### src/design/tcw_pkg.sv
// -----------------------------------------------------------------------------
// tcw_pkg
// Shared types and constants for the text console writer: command codes,
// character codes, reset colour and the controller/datapath interface structs.
// -----------------------------------------------------------------------------
package tcw_pkg;

   localparam int unsigned COLS_DEF = 80;
   localparam int unsigned ROWS_DEF = 25;

   localparam logic [7:0] COLOR_RESET  = 8'd7;
   localparam logic [7:0] CHAR_NEWLINE = 8'd10;
   localparam logic [7:0] CHAR_RETURN  = 8'd13;
   localparam logic [7:0] CHAR_NUL     = 8'd0;
   localparam logic [7:0] CHAR_BLANK   = 8'h20;

   localparam logic [15:0] BLANK_RESET = {COLOR_RESET, CHAR_BLANK};

   typedef enum logic [1:0] {
      CMD_PUT   = 2'd0,
      CMD_SET   = 2'd1,
      CMD_CLEAR = 2'd2,
      CMD_READ  = 2'd3
   } cmd_type;

   // Commands from the controller to the datapath.
   typedef struct packed {
      logic cap_en;     // capture the request beat
      logic exec_en;    // perform the single-access part of the command
      logic fill_en;    // write reset blank at the sweep address
      logic copy_en;    // scroll copy step: read one row ahead, write behind
      logic blank_en;   // write blank in text colour at the sweep address
      logic sweep_clr;
      logic sweep_inc;
      logic load_rsp;   // load the response register
   } dp_ctrl_type;

   // Status from the datapath to the controller.
   typedef struct packed {
      cmd_type cmd;
      logic    need_scroll;
      logic    copy_last;
      logic    sweep_last;
   } dp_status_type;

endpackage

### src/design/tcw_ctrl.sv
// -----------------------------------------------------------------------------
// tcw_ctrl
// Controller: sequences reset fill, command execution, scroll and clear sweeps
// and the response handshake.
// -----------------------------------------------------------------------------
module tcw_ctrl (
   input  logic                   clock,
   input  logic                   reset,
   input  logic                   req_valid,
   output logic                   req_stall,
   output logic                   rsp_valid,
   input  logic                   rsp_stall,
   input  tcw_pkg::dp_status_type status,
   output tcw_pkg::dp_ctrl_type   ctrl
);

   typedef enum logic [7:0] {
      ST_INIT  = 8'b0000_0001,
      ST_IDLE  = 8'b0000_0010,
      ST_EXEC  = 8'b0000_0100,
      ST_READ  = 8'b0000_1000,
      ST_COPY  = 8'b0001_0000,
      ST_BLANK = 8'b0010_0000,
      ST_FILL  = 8'b0100_0000,
      ST_HOLD  = 8'b1000_0000
   } state_type;

   state_type state_ff, state_in;
   logic      rsp_valid_ff, rsp_valid_in;
   logic      finish, rsp_free;

   assign rsp_free = !rsp_valid_ff || !rsp_stall;

   always_comb begin
      state_in  = state_ff;
      ctrl      = '0;
      req_stall = 1'b1;
      finish    = 1'b0;
      case (state_ff)
         ST_INIT: begin
            ctrl.fill_en = 1'b1;
            if (status.sweep_last) begin
               state_in = ST_IDLE;
            end else begin
               ctrl.sweep_inc = 1'b1;
            end
         end
         ST_IDLE: begin
            req_stall = 1'b0;
            if (req_valid) begin
               ctrl.cap_en = 1'b1;
               state_in    = ST_EXEC;
            end
         end
         ST_EXEC: begin
            ctrl.exec_en = 1'b1;
            case (status.cmd)
               tcw_pkg::CMD_PUT: begin
                  if (status.need_scroll) begin
                     ctrl.sweep_clr = 1'b1;
                     state_in       = ST_COPY;
                  end else begin
                     finish = 1'b1;
                  end
               end
               tcw_pkg::CMD_SET: begin
                  finish = 1'b1;
               end
               tcw_pkg::CMD_CLEAR: begin
                  ctrl.sweep_clr = 1'b1;
                  state_in       = ST_FILL;
               end
               tcw_pkg::CMD_READ: begin
                  state_in = ST_READ;
               end
               default: begin
                  finish = 1'b1;
               end
            endcase
         end
         ST_READ: begin
            finish = 1'b1;
         end
         ST_COPY: begin
            ctrl.copy_en = 1'b1;
            if (status.copy_last) begin
               state_in = ST_BLANK;
            end else begin
               ctrl.sweep_inc = 1'b1;
            end
         end
         ST_BLANK: begin
            ctrl.blank_en = 1'b1;
            if (status.sweep_last) begin
               finish = 1'b1;
            end else begin
               ctrl.sweep_inc = 1'b1;
            end
         end
         ST_FILL: begin
            ctrl.fill_en = 1'b1;
            if (status.sweep_last) begin
               finish = 1'b1;
            end else begin
               ctrl.sweep_inc = 1'b1;
            end
         end
         ST_HOLD: begin
            finish = 1'b1;
         end
         default: begin
            state_in = ST_INIT;
         end
      endcase

      // hand the result to the output register once it is free
      if (finish) begin
         if (rsp_free) begin
            ctrl.load_rsp = 1'b1;
            state_in      = ST_IDLE;
         end else begin
            state_in = ST_HOLD;
         end
      end
   end

   always_comb begin
      rsp_valid_in = rsp_valid_ff && rsp_stall;
      if (ctrl.load_rsp) begin
         rsp_valid_in = 1'b1;
      end
   end

   always_ff @(posedge clock) begin
      if (reset) begin
         state_ff     <= ST_INIT;
         rsp_valid_ff <= 1'b0;
      end else begin
         state_ff     <= state_in;
         rsp_valid_ff <= rsp_valid_in;
      end
   end

   assign rsp_valid = rsp_valid_ff;

endmodule

### config.mk
export PLATFORM = sky130hd
export DESIGN_NAME = tcw_ctrl
export DESIGN_NICKNAME = d
export VERILOG_FILES = /design/src/design/tcw_pkg.sv /design/src/design/tcw_ctrl.sv
export SDC_FILE = /design/constraint.sdc
export NUM_CORES = 1
export LEC_CHECK = 0
export ABC_AREA = 1
export BUFFER_PORTS_ARGS = -buffer_cell sky130_fd_sc_hd__buf_4
export CORE_UTILIZATION = 45
export CTS_BUF_LIST = sky130_fd_sc_hd__clkbuf_4
export DETAILED_ROUTE_END_ITERATION = 6
export GPL_TIMING_DRIVEN = 0
export PLACE_DENSITY = 0.68
export SKIP_CTS_REPAIR_TIMING = 1
export SYNTH_ARGS = -nofsm -noshare
export SYNTH_HDL_FRONTEND = slang
export SYNTH_SLANG_ARGS = --single-unit
### constraint.sdc
create_clock -name clock -period 1.33 [get_ports clock]
set_clock_uncertainty 0.15 [all_clocks]
set_input_delay 0.133 -clock clock [delete_from_list [all_inputs] [get_ports clock]]
set_output_delay 0.133 -clock clock [all_outputs]
set_load 0.02 [all_outputs]
==> impl_metrics.ini <==
[run_status]
status = complete, but fails checks
violations = setup timing

[worst_setup_path]
worstSetupPathType = flop to output port
worstPathArrival_ns = 1.51
required_ns = 1.05
reg2reg_slack_ns = -0.44
worst_setup_path_start_kind = flop
endpoint_kind = output port
critPathMaxFanout = 5

[sta]
slew_violations = 0
fmax_ghz = 0.559
rsz0062_at_grt = true
final-hold-violation-count = 0
worst_hold_slack_ns = 0.0245
min_period_ns = 1.79
setup_slack_ns = -0.458
setup_viol = 17
period_share_pct = 134
worstMarginPinSlew_ns = 0.204
relSlewSlack_pct = 86.3

[layout]
final_area_sq_um = 1210
num_antenna_cells = 0
drive_above_1_share_pct = 57.1
syn2layout_area_growth_pct = 62.4
finish.utilization_pct = 79.3
fin_nets = 166

[synthesis]
synth_top_flop_cell = dfxtp_1
synth-seq-cells = 9
synthArstFlopShare_pct = 0
netlist_top_cells_count = nand2_1, inv_1, nor2_1
synth_top_area_share_pct = 24.2
synth.most_common_cell = nand2_1
syn-cell-area_sq_um = 744
ys_seq_area_share_pct = 24.2
syn_avg_cell_area_sq_um = 6.20
syn_inst = 120
yosys.area.top_type = dfxtp_1
synth_area_leaders = dfxtp_1, nand2_1, inv_1, nor2_4, nor2_1
synth.distinct_cells = 17
synth_edf_count = 0
synth_nets = 129
ys_warn_count = 0

[global_routing]
grt_max_degree = 7
grt_pass1_vias = 708
grt_pass1_wl_um = 3040
grt_usage_pct = 22.2
grt_antenna_before_repair = 0
grt_overflow_total = 0

[die]
initial_core_util_pct = 48.9
core-area_sq_um = 1520
die-area_sq_um = 1820
io_pins = 19
rows = 14
die_x_um = 42.7
die_h_um = 42.7

[route]
drt_wl_total_um = 2150
via_count = 854
firstDrtPassIters = 7
drc = 0
ant_nets = 0
detail_route.iter0.violations = 32
wl_per_cell_um = 12.5
viasPerCell = 4.97

[power]
combPwrFrac_pct = 43.8
p_leak_nw = 0.610
p_seq_share_pct = 31.2
internal-power_uw = 608
clock_power_share_pct = 25.0
ir_drop_mv = 0.643
p_switching_uw = 368
p_sw_share_pct = 37.7
p_per_area_nw_per_um2 = 808

[placed_design]
dp.final_hpwl_um = 1420
portBuffers = 18
gp_congestion = 0.864
placed_area_sq_um = 955

[run]
drv_cap = 0

[clock_network]
cts_sinks = 9
clkTransAtPathRegs_ns = 0.07
cts_tree = done
cts_max_level = 1
clockBufferDepth = 2
cts_buffers = 3
cts_root_buffer = clkbuf_4
clock_latency_ns = 0.26

[hold_path]
holdCritPathClass = primary input to flop
## worst max-delay path, cell delays in order (launching register included)
cell and delay, ns:
dfxtp_2 0.34, nor2_4 0.16, nand2_4 0.11, buf_4 0.16, nor2_4 0.12, nor2_4 0.06
nand3_2 0.08, nand2_2 0.06, inv_2 0.05, buf_6 0.10
## power by group through the flow
stage               logic [mW]  clock network, mW  registers [mW]
floorplan                0.214                  0           0.311
global placement         0.302                  0           0.312
detailed placement       0.304                  0           0.313
CTS                      0.306              0.243           0.306
global route             0.466              0.258           0.306
finish                   0.428              0.244           0.304
## state kept, by name, summed over array words and instances (netlist names)
| name | count |
|---|---|
| state_ff | 8 |
| rsp_valid | 1 |
## area by class of cell
type / count / area (sq um)
multi-input combinational: 87 / 591
fill: 113 / 315
timing repair buffer: 32 / 278
sequential: 9 / 195
inverter: 24 / 95.1
clock buffer: 4 / 30.0
tap: 16 / 20.0
## cell usage in the layout (no fill, tap or decap), drive strengths merged
cell	n
a21oi	4
dfxtp	9
buf	29
nand3b	1
o31ai	1
nor2	31
a31oi	1
nor3	2
clkbuf	4
inv	24
nand2	31
nand3	15
dlygate4sd3	3
o21ai	1
## cell families (layout without fill, tap and decap cells)
| family | count (synthesis) | count (layout) | share of synthesized area, % |
|---|---|---|---|
| buffers and inverters | 24 | 60 | 12.1 |
| AND/OR/NAND/NOR | 80 | 80 | 58.5 |
| flip-flops | 9 | 9 | 24.2 |
| AO/OA/AOI/OAI | 7 | 7 | 5.21 |
## path summary, 6_finish.rpt
kind,depth (start not counted),to,from
setup / recovery,9,ctrl[0],state_ff[0]$_SDFFE_PP1P_
hold / removal,4,state_ff[2]$_SDFFE_PP0P_,status[2]
hold reg to reg,2,state_ff[6]$_SDFFE_PP0P_,state_ff[6]$_SDFFE_PP0P_
setup reg to reg,11,state_ff[0]$_SDFFE_PP1P_,state_ff[3]$_SDFFE_PP0P_
## per-layer routing
metal	wire (um)	GRT usage [%]
met1	917	30.1
met2	1060	33.6
met3	120	4.68
met4	54	9.38
met5	0	0
## stage by stage
stage | setup slack (ns) | power (mW) | TNS [ns] | std cells
CTS | -0.474 | 0.856 | -3.91 | 158
global placement | -0.186 | 0.614 | -1.50 | 154
detailed placement | -0.185 | 0.617 | -1.56 | 154
finish | -0.458 | 0.976 | -5.98 | 172
global route | -0.534 | 1.03 | -7.28 | 172
floorplan | -0.113 | 0.525 | -0.856 | 120
No activity file was read; power rests on OpenSTA's default activity.
